`src/hdl/oal_pkg.sv`:
```
// Shared constants, request and result types, and cell command types for the list engine.
package oal_pkg;

    localparam int CAPACITY    = 64;
    localparam int VALUE_WIDTH = 32;
    localparam int POS_W       = 7;
    localparam int DATA_W      = 32;
    localparam int CNT_W       = $clog2(CAPACITY + 1);
    localparam int CMP_W       = (CNT_W > POS_W) ? CNT_W : POS_W;
    localparam int GROUP       = 8;
    localparam int GRP_IDX_W   = $clog2(GROUP);
    localparam int NGROUP      = (CAPACITY + GROUP - 1) / GROUP;
    localparam int NCELL_PAD   = NGROUP * GROUP;

    typedef enum logic [2:0] {
        OP_INS_AT   = 3'd0,
        OP_INS_BACK = 3'd1,
        OP_REM_AT   = 3'd2,
        OP_REM_BACK = 3'd3,
        OP_SEARCH   = 3'd4,
        OP_READ     = 3'd5,
        OP_REPLACE  = 3'd6
    } t_req_op;

    typedef struct packed {
        t_req_op             req_type;
        logic [POS_W-1:0]    position;
        logic [DATA_W-1:0]   item_value;
    } t_in_item;

    typedef struct packed {
        logic                ok;
        logic [POS_W-1:0]    found_position;
        logic [DATA_W-1:0]   read_value;
        logic [POS_W-1:0]    entry_count;
        logic                is_full;
        logic                is_empty;
    } t_out_item;

    typedef enum logic [1:0] {
        ACT_HOLD,
        ACT_INSERT,
        ACT_REMOVE,
        ACT_WRITE
    } t_cell_act;

    typedef struct packed {
        t_cell_act               act;
        logic [CMP_W-1:0]        pos;
        logic [CMP_W-1:0]        count;
        logic [VALUE_WIDTH-1:0]  value;
    } t_cell_cmd;

    typedef struct packed {
        logic                    any;
        logic [GRP_IDX_W-1:0]    idx;
        logic [VALUE_WIDTH-1:0]  data;
    } t_grp_res;

    typedef enum logic [1:0] {
        ST_IDLE,
        ST_REDUCE,
        ST_FINISH
    } t_state;

endpackage

```
`src/hdl/oal_cell.sv`:
```
// One list cell: holds an entry, shifts with its neighbors, flags match and position hit.
module oal_cell (
    input  logic                             i_clk,
    input  logic [oal_pkg::CMP_W-1:0]        i_index,
    input  oal_pkg::t_cell_cmd               i_cmd,
    input  logic                             i_apply,
    input  logic [oal_pkg::VALUE_WIDTH-1:0]  i_lower,
    input  logic [oal_pkg::VALUE_WIDTH-1:0]  i_upper,
    output logic                             o_match,
    output logic                             o_hit,
    output logic [oal_pkg::VALUE_WIDTH-1:0]  o_value
);

    logic [oal_pkg::VALUE_WIDTH-1:0] r_value;
    logic [oal_pkg::VALUE_WIDTH-1:0] n_value;

    always_comb begin
        n_value = r_value;
        if (i_apply) begin
            unique case (i_cmd.act)
                oal_pkg::ACT_INSERT: begin
                    if (i_index > i_cmd.pos) begin
                        n_value = i_lower;
                    end else if (i_index == i_cmd.pos) begin
                        n_value = i_cmd.value;
                    end
                end
                oal_pkg::ACT_REMOVE: begin
                    if (i_index >= i_cmd.pos) begin
                        n_value = i_upper;
                    end
                end
                oal_pkg::ACT_WRITE: begin
                    if (i_index == i_cmd.pos) begin
                        n_value = i_cmd.value;
                    end
                end
                default: begin
                    n_value = r_value;
                end
            endcase
        end
    end

    always_ff @(posedge i_clk) begin
        r_value <= n_value;
    end

    assign o_match = (r_value == i_cmd.value) && (i_index < i_cmd.count);
    assign o_hit   = (i_index == i_cmd.pos);
    assign o_value = r_value;

endmodule

```
`config.mk`:
```
export PLATFORM = sky130hd
export DESIGN_NAME = oal_cell
export DESIGN_NICKNAME = d
export VERILOG_FILES = /design/src/hdl/oal_pkg.sv /design/src/hdl/oal_cell.sv
export SDC_FILE = /design/constraint.sdc
export NUM_CORES = 1
export LEC_CHECK = 0
export BUFFER_PORTS_ARGS = -buffer_cell sky130_fd_sc_hd__buf_2
export CAP_MARGIN = 30
export CORE_AREA = 2 2 83 85
export CTS_BUF_LIST = sky130_fd_sc_hd__clkbuf_4 sky130_fd_sc_hd__clkbuf_8
export DETAILED_ROUTE_END_ITERATION = 16
export DIE_AREA = 0 0 85 87
export GPL_TIMING_DRIVEN = 0
export PLACE_DENSITY_LB_ADDON = 0.25
export RECOVER_POWER = 100
export SYNTH_ARGS = -nofsm -noshare
export SYNTH_HDL_FRONTEND = slang
export SYNTH_SLANG_ARGS = --single-unit
```
`constraint.sdc`:
```
create_clock -name i_clk -period 2.8 [get_ports i_clk]
set_clock_uncertainty 0.15 [all_clocks]
set_input_delay 0.84 -clock i_clk [delete_from_list [all_inputs] [get_ports i_clk]]
set_output_delay 0.84 -clock i_clk [all_outputs]
set_load 0.01 [all_outputs]
```
==> impl_metrics.py <==
metrics = {
    "final_layout": {
        "drive_gt1_share_pct": 39.4,
        "fillers": 622,
        "layout.nets": 577,
        "seqCellArea_um2": 961,
        "multiInputGateArea_mm2": 0.00158,
        "diodes": 0,
        "area_growth_pct": 46.2,
        "fin_util_pct": 57.5,
        "largest_register_ffs": 32,
    },
    "synth": {
        "yosys-mux-area-fraction_pct": 0,
        "synth_cell_types": 30,
        "yosysSeqAreaShare_pct": 37.2,
        "async_flop_share_pct": 0,
        "synth-xor-area-share_pct": 10.8,
        "synth_compound_gate_area_share_pct": 22.0,
        "synth_top_area_share_pct": 37.2,
        "syn_area_mm2": 0.00258,
        "synth_top_family_by_area": "compound AO/OA/AOI/OAI gates",
        "synth_fa_ha_area_share_pct": 6.29,
        "synth_warnings": 0,
        "synth_edf_count": 32,
        "synth-simple-area-share_pct": 15.5,
        "syn_nets": 410,
        "syn_inst": 276,
        "ys_seq_elements": 32,
        "yosys.area.top_type": "edfxtp_1",
        "yosys_most_used_dff": "edfxtp_1",
        "yosysMostFrequentCell": "nand2_1",
        "postSynthAreaPerCell_um2": 9.37,
        "synthTopCellsByArea": "edfxtp_1 37%, a221o_1 12%, nand2_1 9.9%",
        "synth_commonest_cells": "68 x nand2_1, 38 x a21oi_1, 32 x a221o_1, 32 x edfxtp_1, 28 x xor2_1",
    },
    "outcome": {
        "violations": "negative setup slack",
        "status": "complete, but fails checks",
    },
    "pwr": {
        "total_leakage_power_nw": 1.66,
        "seqPwrFrac_pct": 41.8,
        "p_per_area_mw_per_mm2": 407,
        "p_clk_share_pct": 23.7,
        "ir_drop_mv": 0.253,
        "p_int_mw": 1.05,
        "p_comb_share_pct": 34.6,
        "netSwitchingPower_mw": 0.487,
        "switching_share_pct": 31.6,
    },
    "sta": {
        "drv_slew": 0,
        "hold_violations": 0,
        "fin_ws_ns": -0.180,
        "fin_setup_tns_ns": -1.75,
        "min_period_ns": 2.98,
        "slew_headroom_pct": 65.8,
        "tightestPinTransition_ns": 0.514,
        "rsz0062_at_grt": "true",
        "fmax_ghz": 0.336,
        "setup_viol": 32,
        "period_share_pct": 106,
    },
    "critical_path": {
        "r2r_end": "o_value[8]",
        "critPathMaxStageDelay_ns": 0.22,
        "worstPathCellList": "buf_2 -> ha_1 -> a21oi_2 -> nor2b_1 -> o21ai_1 -> o211ai_1 -> nor3_2 -> buf_2",
        "worst-path-stages": 8,
        "worst_ep_arrival_time_ns": 1.99,
        "cp_common_cell": "buf_2",
        "crit_buf_inv": 2,
        "reg2reg_slack_ns": 1.53,
        "end_kind": "output port",
        "required_ns": 1.81,
        "path_max_fanout": 2,
        "worstReg2RegStart": "o_value[8]",
        "critical-path-top-delay-family": "compound AO/OA/AOI/OAI gates",
        "cp-start-kind": "input port",
        "worst_r2r_path_depth": 3,
        "slowest_stage": "ha_1",
        "worstSetupPathType": "input port to output port",
    },
    "detailed_routing": {
        "drt-total-wl_um": 8570,
        "first_pass_iters": 4,
        "avgViaCountPerCell": 5.20,
        "drt_iter0_markers": 136,
        "vias": 2727,
        "final_antenna_net_count": 0,
        "wl_per_cell_um": 16.3,
        "drc": 0,
    },
    "clock_tree": {
        "clk_latency_ns": 0.28,
        "clock-sinks": 32,
        "cts_root_buf": "clkbuf_8",
        "cts_buffer_depth": 2,
        "cts_tree": "yes",
        "cts-buffers-inserted": 5,
        "h-tree-depth": 2,
        "clkSlewWorstSetupHoldPaths_ns": 0.07,
    },
    "placement": {
        "dp_hpwl_um": 6230,
        "port_buffers": 154,
        "place.gp.congestion": 0.862,
    },
    "global_route": {
        "grt_overflow_total": 0,
        "grtUsageTotal_pct": 22.0,
        "grt_pass1_vias": 2620,
        "grt_pass1_wl_um": 12700,
        "antenna_found_initial": 0,
        "grt_max_degree": 33,
    },
    "flow_run": {
        "maxCapViolCount": 0,
    },
    "die": {
        "fp.dieH_um": 87,
        "start_util_pct": 39.4,
        "core_area_mm2": 0.00657,
        "pin_count": 155,
        "die_w_um": 85,
        "die-area_mm2": 0.00740,
        "row_count": 30,
    },
    "min_path": {
        "hold_path_startpoint": "o_value[25]",
        "min_to": "o_value[25]",
        "hold_depth": 3,
        "worstHoldPathType": "flop to flop",
    },
}
[what timing repair did]
| action | CTS | global route |
|---|---|---|
| resized for setup | 23 | 20 |
| pin swaps | 10 | 4 |
| hold buffers | 0 | 0 |
| buffers inserted | 2 | 5 |
| setup endpoints to repair | 2 | 34 |
[area by class of cell]
class                      instances  share of cell area (%)
sequential                        32                    25.4
multi-input combinational        213                    41.8
timing repair buffer             161                    22.5
inverter                          14                    1.85
tap                               80                    2.65
clock buffer                       7                    2.22
clock inverter                     1                  0.0993
buffer                            16                    3.51
[power groups by stage]
stage / clock network (mW) / registers, mW / logic, mW
after floorplan: 0 / 0.671 / 0.253
after global placement: 0 / 0.650 / 0.477
after detailed placement: 0 / 0.652 / 0.485
after CTS: 0.369 / 0.642 / 0.519
after global routing: 0.388 / 0.651 / 0.584
final: 0.365 / 0.643 / 0.532
[worst max path at each step]
stage	from	to	slack (ns)
CTS	i_cmd[33]	o_match	-0.15
detailed placement	i_index[6]	o_hit	-0.37
global placement	i_index[6]	o_hit	-0.37
floorplan	i_cmd[45]	o_hit	-0.04
global route	i_cmd[36]	o_match	-0.23
finish	i_index[3]	o_match	-0.18
[kinds of logic after synthesis]
logic type      Yosys count
compound gates           78
buf+inv                  31
fa+ha+maj                13
flops                    32
simple gates             90
xor+xnor                 32
[per-stage QoR]
step / std cells / area, µm² / total power, mW / setup slack (ns) / hold slack (ns)
6_report: 524 / 3780 / 1.54 / -0.180 / 0.633
2_1_floorplan: 276 / 2600 / 0.924 / -0.0425 / 0.644
3_5_place_dp: 510 / 3470 / 1.14 / -0.366 / 0.609
4_1_cts: 519 / 3720 / 1.53 / -0.150 / 0.638
3_3_place_gp: 510 / 3470 / 1.13 / -0.366 / 0.605
5_1_grt: 524 / 3780 / 1.62 / -0.225 / 0.690
[placed cells by master (no fill, tap or decap), types with 2 or more instances in the layout]
cell,count
buf_2,114
nand2_1,67
a21oi_1,36
clkbuf_1,35
a221o_1,32
edfxtp_1,32
xor2_1,28
buf_6,20
ha_4,9
inv_1,7
buf_4,6
clkbuf_8,5
inv_2,4
xnor2_1,4
nor4_1,4
ha_1,4
nand4_1,3
clkbuf_2,2
inv_4,2
nor2b_1,2
a21oi_2,2
nor3_1,2
o211ai_1,2
nor4_2,2
clkbuf_4,2
[tightest hold or removal path, stage by stage, from the launching register on]
cell	delay, ns
edfxtp_1	0.38
nand2_1	0.06
a21oi_1	0.13
a221o_1	0.11
[metal layers]
metal | part of all wire (%) | wire length (µm) | GRT usage [%] | vias to the layer above
met4 | 0.89 | 76 | 4.33 | 0
met5 | 0 | 0 | 0 | -
met2 | 49 | 4200 | 38.4 | 110
met1 | 43 | 3680 | 28.1 | 1257
met3 | 7.1 | 605 | 4.74 | 8
li1 | - | - | - | 1352
No activity file was read; power rests on OpenSTA's default activity.
