<file path="src/hdl/oal_pkg.sv">
// Shared constants, request and result types, and cell command types for the list engine.
package oal_pkg;

    localparam int CAPACITY    = 64;
    localparam int VALUE_WIDTH = 32;
    localparam int POS_W       = 7;
    localparam int DATA_W      = 32;
    localparam int CNT_W       = $clog2(CAPACITY + 1);
    localparam int CMP_W       = (CNT_W > POS_W) ? CNT_W : POS_W;
    localparam int GROUP       = 8;
    localparam int GRP_IDX_W   = $clog2(GROUP);
    localparam int NGROUP      = (CAPACITY + GROUP - 1) / GROUP;
    localparam int NCELL_PAD   = NGROUP * GROUP;

    typedef enum logic [2:0] {
        OP_INS_AT   = 3'd0,
        OP_INS_BACK = 3'd1,
        OP_REM_AT   = 3'd2,
        OP_REM_BACK = 3'd3,
        OP_SEARCH   = 3'd4,
        OP_READ     = 3'd5,
        OP_REPLACE  = 3'd6
    } t_req_op;

    typedef struct packed {
        t_req_op             req_type;
        logic [POS_W-1:0]    position;
        logic [DATA_W-1:0]   item_value;
    } t_in_item;

    typedef struct packed {
        logic                ok;
        logic [POS_W-1:0]    found_position;
        logic [DATA_W-1:0]   read_value;
        logic [POS_W-1:0]    entry_count;
        logic                is_full;
        logic                is_empty;
    } t_out_item;

    typedef enum logic [1:0] {
        ACT_HOLD,
        ACT_INSERT,
        ACT_REMOVE,
        ACT_WRITE
    } t_cell_act;

    typedef struct packed {
        t_cell_act               act;
        logic [CMP_W-1:0]        pos;
        logic [CMP_W-1:0]        count;
        logic [VALUE_WIDTH-1:0]  value;
    } t_cell_cmd;

    typedef struct packed {
        logic                    any;
        logic [GRP_IDX_W-1:0]    idx;
        logic [VALUE_WIDTH-1:0]  data;
    } t_grp_res;

    typedef enum logic [1:0] {
        ST_IDLE,
        ST_REDUCE,
        ST_FINISH
    } t_state;

endpackage

</file>
<file path="src/hdl/oal_group.sv">
// Registered reduction of one group of cells: first match and selected entry.
module oal_group (
    input  logic                             i_clk,
    input  logic [oal_pkg::GROUP-1:0]        i_match,
    input  logic [oal_pkg::GROUP-1:0]        i_hit,
    input  logic [oal_pkg::VALUE_WIDTH-1:0]  i_values [oal_pkg::GROUP],
    output oal_pkg::t_grp_res                o_res
);

    oal_pkg::t_grp_res r_res;
    oal_pkg::t_grp_res n_res;

    always_comb begin
        n_res = '0;
        for (int j = oal_pkg::GROUP - 1; j >= 0; j--) begin
            if (i_match[j]) begin
                n_res.any = 1'b1;
                n_res.idx = oal_pkg::GRP_IDX_W'(j);
            end
        end
        for (int j = 0; j < oal_pkg::GROUP; j++) begin
            n_res.data = n_res.data | (i_hit[j] ? i_values[j] : '0);
        end
    end

    always_ff @(posedge i_clk) begin
        r_res <= n_res;
    end

    assign o_res = r_res;

endmodule

</file>
<file path="config.mk">
export PLATFORM = sky130hd
export DESIGN_NAME = oal_group
export DESIGN_NICKNAME = d
export VERILOG_FILES = /design/src/hdl/oal_pkg.sv /design/src/hdl/oal_group.sv
export SDC_FILE = /design/constraint.sdc
export NUM_CORES = 1
export LEC_CHECK = 0
export BUFFER_PORTS_ARGS = -buffer_cell sky130_fd_sc_hd__clkbuf_2
export CAP_MARGIN = 40
export CORE_AREA = 5 5 118 120
export CTS_BUF_LIST = sky130_fd_sc_hd__clkbuf_2 sky130_fd_sc_hd__clkbuf_4 sky130_fd_sc_hd__clkbuf_8
export CTS_CLUSTER_SIZE = 25
export DETAILED_ROUTE_END_ITERATION = 8
export DIE_AREA = 0 0 123 125
export PLACE_DENSITY = 0.53
export SLEW_MARGIN = 40
export SYNTH_ARGS = -nofsm -noshare
export SYNTH_HDL_FRONTEND = slang
export SYNTH_SLANG_ARGS = --single-unit
</file>
<file path="constraint.sdc">
create_clock -name i_clk -period 0.8 [get_ports i_clk]
set_input_delay 0.08 -clock i_clk [delete_from_list [all_inputs] [get_ports i_clk]]
set_output_delay 0.08 -clock i_clk [all_outputs]
set_load 0.01 [all_outputs]
</file>
==> results of run 1 <==
cell families (layout without fill, tap and decap cells):
kind of cell / after synthesis / count (layout) / synth area share
and+or+nand+nor: 40 / 40 / 0.115
AOI/OAI and AO/OA: 133 / 133 / 0.464
DFF: 36 / 36 / 0.337
buffers and inverters: 25 / 352 / 0.0842
stage by stage:
stage	util	setup slack, ps	instances
CTS	0.338	-67.4	739
global route	0.352	-59.2	737
detailed placement	0.309	-200	710
finish	0.352	-18.7	737
global placement	0.309	-187	710
floorplan	-	190	234
final timing paths:
path                     startpoint                    to  slack [ps]
setup / recovery  o_res[12]$_DFF_P_             o_res[12]         -20
hold / removal           i_match[4]  o_res[32]$_SDFF_PP0_           8
metal layers:
| metal | GRT usage | wire [um] | share of wire |
|---|---|---|---|
| met1 | 0.178 | 4670 | 0.35 |
| met2 | 0.302 | 7010 | 0.52 |
| met3 | 0.0388 | 1550 | 0.11 |
| met4 | 0.0599 | 267 | 0.020 |
| met5 | 0 | 0 | 0 |
synthesized netlist by cell type:
cell type    n
nor2b_1      2
a21oi_1      2
nand4_1     32
buf_6        9
o41ai_1      1
dfxtp_1     36
nor4_1       1
nor2_1       3
nand2_1      1
buf_2       15
inv_1        1
o21ai_0      1
a211oi_1     1
a22oi_1    128
nor4_2       1
layout make-up:
cell class,instances,area [um2],area share
Inverter,1,3.75,0.000827
Multi-Input combinational cell,173,1290,0.285
Clock buffer,7,96.3,0.0212
Tap cell,176,220,0.0485
Sequential cell,36,748,0.165
Timing Repair Buffer,343,2140,0.473
Clock inverter,1,30.0,0.00662
timing repair:
item                       in CTS  in global routing
gates cloned                    0                  0
hold endpoints to repair       19                  0
hold buffers                   21                  0
pin swaps                       0                  2
resized for setup              13                 80
setup endpoints to repair      36                 45
power groups by stage:
stage               clock network [W]  registers [W]  logic [W]
floorplan                           0        0.00201   0.000585
global placement                    0        0.00196    0.00170
detailed placement                  0        0.00196    0.00172
CTS                           0.00191        0.00193    0.00181
global route                  0.00197        0.00195    0.00207
finish                        0.00180        0.00194    0.00190
==> out/metrics.yaml, run 1 <==
fin_crit_sh: 1.02
failed_checks: "setup timing"
final_cell_mix: "clkbuf_2 (270), a22oi_1 (117), nand4_1 (32)"
diodes: 0
powerDensity_nw_per_um2: 1250
postRouteAntennaNets: 0
pin_count: 309
min_delay_path_depth: 2
maxCapViolations: 0
period_minus_slack_ps: 819
routed_via_density: 4.91
cp_top_family: "flip-flops"
synth_area_um2: 2140
fin_ws_ps: -18.7
rows: 42
dieArea_um2: 15400
finalHoldViolations: 0
dp_hpwl_um: 11300
grt_max_degree: 33
grt_pass1_vias: 3960
cp_max_fo: 1
vias: 3616
hold_ws_ps: 7.56
yosys.area.top_type: "a22oi_1"
die_h_um: 125
tightestPinTransition_ps: 387
ys_seq_elements: 36
cp_slowest_cell: "dfxtp_2"
p_int_w: 0.00408
clockRootBuffer: "clkbuf_8"
post_drt_wl_per_cell_um: 18.3
design_area_um2: 4540
p_leak_nw: 2.25
largest_register_ffs: 36
drive_above_1_share: 0.649
drt-total-wl_um: 13500
cp.arrival_ps: 740
layout_commonest_cell: "clkbuf_2"
fp.dieW_um: 123
htree_levels: 2
avgSynthCellArea_um2: 9.14
grt_use_total: 0.163
synth_cell_type_count: 15
numPortBuffers: 308
netSwitchingFraction: 0.277
max-clock-path-buffers: 2
n_fill_cell: 1360
peakVddDrop_v: 0.000548
gp_congestion: 0.798
outcome: "finished, violations left"
ys_warn_count: 0
synth_fp_nets: 507
critPathKind: "flip-flop to output pin"
synth_top_area_frac: 0.449
min_path_type: "primary input to flip-flop"
grt_overflow: 0
place_area_um2: 3980
dr.pass1.iters: 5
fin_setup_tns_ps: -217
antenna_found_initial: 0
postCtsSetupBuffers: 0
required_ps: 720
drc: 0
fmax_mhz: 1220
grt_pass1_wl_um: 19700
drv_slew: 0
p_comb_frac: 0.337
fp.coreArea_um2: 12900
syn_inst: 234
clock-sinks: 36
worst_setup_path_end_kind: "output pin"
pwr-share-seq: 0.344
netlist_top_cells_area: "a22oi_1 (45%), dfxtp_1 (34%), nand4_1 (9.4%), buf_6 (4.7%), buf_2 (3.5%)"
cp_num_buf_inv: 1
cts_tree: "done"
cts_buffers: 5
critical_path.max_stage_delay_ps: 330
power.share.clock: 0.319
setup_viol: 30
maxSlewHeadroom: 0.740
path_depth: 1
area_growth_pct: 112
first_iter_violations: 170
finalPower_w: 0.00565
power.switching_w: 0.00157
start_kind: "flip-flop"
ys_seq_area_frac: 0.337
finalNetCount: 833
start_util: 0.166
rsz0062_at_grt: "yes"
path_cells: "buf_8"
clk_pin_slew_ps: 80
No activity file was read; power rests on OpenSTA's default activity.
==> inputs of run 2 (changes only) <==
--- a/config.mk
+++ b/config.mk
@@ -7,12 +7,15 @@
 export LEC_CHECK = 0
 export BUFFER_PORTS_ARGS = -buffer_cell sky130_fd_sc_hd__clkbuf_2
 export CAP_MARGIN = 40
-export CORE_AREA = 5 5 118 120
+export CELL_PAD_IN_SITES_DETAIL_PLACEMENT = 0
+export CELL_PAD_IN_SITES_GLOBAL_PLACEMENT = 1
+export CORE_AREA = 5 5 116 118
 export CTS_BUF_LIST = sky130_fd_sc_hd__clkbuf_2 sky130_fd_sc_hd__clkbuf_4 sky130_fd_sc_hd__clkbuf_8
 export CTS_CLUSTER_SIZE = 25
 export DETAILED_ROUTE_END_ITERATION = 8
-export DIE_AREA = 0 0 123 125
-export PLACE_DENSITY = 0.53
+export DIE_AREA = 0 0 121 123
+export GPL_TIMING_DRIVEN = 0
+export PLACE_DENSITY = 0.81
 export SLEW_MARGIN = 40
 export SYNTH_ARGS = -nofsm -noshare
 export SYNTH_HDL_FRONTEND = slang
==> out/metrics.yaml, run 2 (synthesized netlist as in run 1, its figures left out) <==
start_util: 0.173
htree_levels: 2
drv_slew: 0
fmax_mhz: 1210
dr.pass1.iters: 4
hold_ws_ps: 4.51
drive_above_1_share: 0.652
postRouteAntennaNets: 0
first_iter_violations: 159
worstSetupStartpoint: "o_res[9]$_DFF_P_"
routed_via_density: 4.84
cp_max_fo: 1
peakVddDrop_v: 0.000709
powerDensity_nw_per_um2: 1260
worst_setup_path_end_kind: "output pin"
failed_checks: "setup timing"
layout_commonest_cell: "clkbuf_2"
fin_crit_sh: 1.03
cp_num_buf_inv: 1
pin_count: 309
area_growth_pct: 104
p_leak_nw: 2.22
grt_overflow: 0
placed_cells: 714
fp.dieW_um: 121
rows: 41
cts_buffers: 5
vias: 3571
tightestPinTransition_ps: 385
drt-total-wl_um: 15200
cts_tree: "done"
finalNetCount: 838
critPathKind: "flip-flop to output pin"
required_ps: 720
antenna_found_initial: 0
postCtsSetupBuffers: 0
largest_register_ffs: 36
cp_slowest_cell: "dfxtp_2"
drc: 0
grt_use_total: 0.182
maxSlewHeadroom: 0.741
numPortBuffers: 308
dp_hpwl_um: 12400
stdcell_count: 738
cp.arrival_ps: 740
diodes: 0
crit_end: "o_res[9]"
clk_pin_slew_ps: 80
grt_pass1_vias: 3778
path_cells: "buf_8"
dieArea_um2: 14900
max-clock-path-buffers: 2
period_minus_slack_ps: 824
clock-sinks: 36
min_path_type: "primary input to flip-flop"
fin_ws_ps: -23.6
gp_congestion: 0.843
cp_top_family: "flip-flops"
rsz0062_at_grt: "yes"
clockRootBuffer: "clkbuf_8"
fp.coreArea_um2: 12400
post_drt_wl_per_cell_um: 20.6
finalHoldViolations: 0
grt_max_degree: 12
path_depth: 1
setup_viol: 31
grt_pass1_wl_um: 20500
outcome: "finished, violations left"
start_kind: "flip-flop"
critical_path.max_stage_delay_ps: 330
final_cell_mix: "clkbuf_2 (272), a22oi_1 (121), nand4_1 (32)"
die_h_um: 123
maxCapViolations: 0
## run 2: metal layers
layer,wire length (um),part of all wire,up-vias,global-route usage
li1,-,-,1678,-
met1,5700,0.38,1643,0.203
met2,7850,0.52,235,0.345
met3,1390,0.092,15,0.0425
met4,228,0.015,0,0.0503
met5,0,0,-,0
## run 2: final cells by class
type,instances,area (um2)
Buffer,24,176
Tap cell,172,215
Clock buffer,6,76.3
Fill cell,1314,7990
Multi-Input combinational cell,173,1280
Inverter,1,3.75
Timing Repair Buffer,324,1840
Clock inverter,2,35.0
Sequential cell,36,746
## run 2: worst min path at each step
| stage | startpoint | to | slack [ps] | depth (start not counted) |
|---|---|---|---|---|
| floorplan | i_match[0] | o_res[33]$_SDFF_PP0_ | 150 | 1 |
| global placement | i_values[74] | o_res[10]$_DFF_P_ | 300 | 3 |
| detailed placement | i_values[88] | o_res[24]$_DFF_P_ | 310 | 3 |
| CTS | i_match[3] | o_res[35]$_SDFF_PP1_ | -0.9 | 3 |
| global route | i_match[4] | o_res[32]$_SDFF_PP0_ | 0.9 | 2 |
| finish | i_match[4] | o_res[32]$_SDFF_PP0_ | 5 | 2 |
## run 2: where the power goes
group / total (W) / switching (W) / internal [W]
logic: 0.00187 / 0.000858 / 0.00101
clock network: 0.00170 / 0.000737 / 0.000961
registers: 0.00194 / 0.0000396 / 0.00190
## run 2: what timing repair did
| action | CTS | global route |
|---|---|---|
| hold buffers | 16 | 0 |
| hold endpoints to repair | 18 | 0 |
| resized for setup | 14 | 73 |
| endpoints found under the setup margin | 36 | 44 |
## run 2: stage by stage
| step | cell area (um2) | total power [W] | util | TNS [ps] | setup WS, ps |
|---|---|---|---|---|---|
| 2_1_floorplan | 2140 | 0.00260 | - | 0 | 190 |
| 3_3_place_gp | 3900 | 0.00363 | 0.315 | -4750 | -242 |
| 3_5_place_dp | 3900 | 0.00366 | 0.315 | -5070 | -259 |
| 4_1_cts | 4210 | 0.00548 | 0.340 | -1360 | -70.7 |
| 5_1_grt | 4370 | 0.00578 | 0.354 | -1430 | -54.7 |
| 6_report | 4370 | 0.00550 | 0.354 | -300 | -23.6 |
==> inputs of run 3 (changes only) <==
--- a/config.mk
+++ b/config.mk
@@ -16,6 +16,7 @@
 export DIE_AREA = 0 0 121 123
 export GPL_TIMING_DRIVEN = 0
 export PLACE_DENSITY = 0.81
+export SKIP_LAST_GASP = 1
 export SLEW_MARGIN = 40
 export SYNTH_ARGS = -nofsm -noshare
 export SYNTH_HDL_FRONTEND = slang
==> out/metrics.yaml, run 3 (synthesized netlist as in run 1, its figures left out) <==
dp_hpwl_um: 12400
clockRootBuffer: "clkbuf_8"
cp_slowest_cell: "dfxtp_2"
routed_via_density: 4.83
worst_setup_path_end_kind: "output pin"
tightestPinTransition_ps: 385
path_cells: "buf_8"
pin_count: 309
min_path_type: "primary input to flip-flop"
failed_checks: "setup timing"
drv_slew: 0
first_iter_violations: 159
clock-sinks: 36
gr-usage-met1: 0.203
dieArea_um2: 14900
fp.dieW_um: 121
final_cell_mix: "clkbuf_2 (272), a22oi_1 (122), nand4_1 (32)"
cts_buffers: 5
setup_viol: 31
grt_use_total: 0.182
drive_above_1_share: 0.650
rsz0062_at_grt: "yes"
finalNetCount: 838
place_ws_ps: -259
max-clock-path-buffers: 2
stdcell_count: 738
area_growth_pct: 104
clk_pin_slew_ps: 80
placed_cells: 714
rows: 41
critPathKind: "flip-flop to output pin"
cp_top_family: "flip-flops"
htree_levels: 2
drc: 0
cp_num_buf_inv: 1
peakVddDrop_v: 0.000703
numPortBuffers: 308
grt_pass1_vias: 3778
vias: 3567
critical_path.max_stage_delay_ps: 330
layout_commonest_cell: "clkbuf_2"
start_kind: "flip-flop"
period_minus_slack_ps: 822
maxCapViolations: 0
cp_max_fo: 1
p_leak_nw: 2.22
largest_register_ffs: 36
powerDensity_nw_per_um2: 1260
finalHoldViolations: 0
gp_congestion: 0.843
grt_overflow: 0
required_ps: 720
path_depth: 1
fmax_mhz: 1220
fin_ws_ps: -21.8
met3_usage: 0.0425
grt_pass1_wl_um: 20500
post_drt_wl_per_cell_um: 20.5
use_met2: 0.345
place_area_um2: 3900
min_delay_path_depth: 2
diodes: 0
outcome: "finished, violations left"
dr.pass1.iters: 4
postRouteAntennaNets: 0
cp.arrival_ps: 740
cts_tree: "done"
fp.coreArea_um2: 12400
grt_max_degree: 12
grt-busiest-layer: "met2"
drt-total-wl_um: 15100
start_util: 0.173
maxSlewHeadroom: 0.741
design_area_um2: 4370
antenna_found_initial: 0
die_h_um: 123
fin_crit_sh: 1.03
-- run 3: final cells by class --
cell class / count / area [um2]
inverters: 1 / 3.75
multi-input cells: 173 / 1270
repair buffers: 324 / 1840
plain buffers: 24 / 176
clock inverters: 2 / 35.0
clock buffers: 6 / 76.3
well taps: 172 / 215
fillers: 1314 / 8000
flip-flops and latches: 36 / 746
-- run 3: stage by stage --
stage	power, W	setup TNS (ps)	hold WS (ps)	util
floorplan	0.00260	0	153	-
finish	0.00549	-273	4.84	0.353
global placement	0.00363	-4750	299	0.315
detailed placement	0.00366	-5070	305	0.315
global route	0.00578	-1440	0.918	0.353
CTS	0.00548	-1360	-0.931	0.340
-- run 3: worst paths after layout --
| path | from | end | slack (ps) |
|---|---|---|---|
| worst max-delay path | o_res[9]$_DFF_P_ | o_res[9] | -20 |
| worst min-delay path | i_match[4] | o_res[32]$_SDFF_PP0_ | 5 |
-- run 3: what timing repair did --
item / CTS / global route
endpoints found under the hold margin: 18 / 0
setup buffers: 0 / 0
gates resized for setup: 14 / 72
hold buffers: 16 / 0
setup endpoints to repair: 36 / 44
-- run 3: metal layers --
layer / wire length, um / vias to the layer above
met5: 0 / -
met4: 256 / 0
met3: 1340 / 19
met2: 7810 / 229
met1: 5710 / 1643
li1: - / 1676
-- run 3: report_power, final --
part | leakage, nW | internal (W) | switching, W
combinational | 1.87 | 0.00101 | 0.000851
sequential | 0.288 | 0.00190 | 0.0000398
clock | 0.0586 | 0.000960 | 0.000728
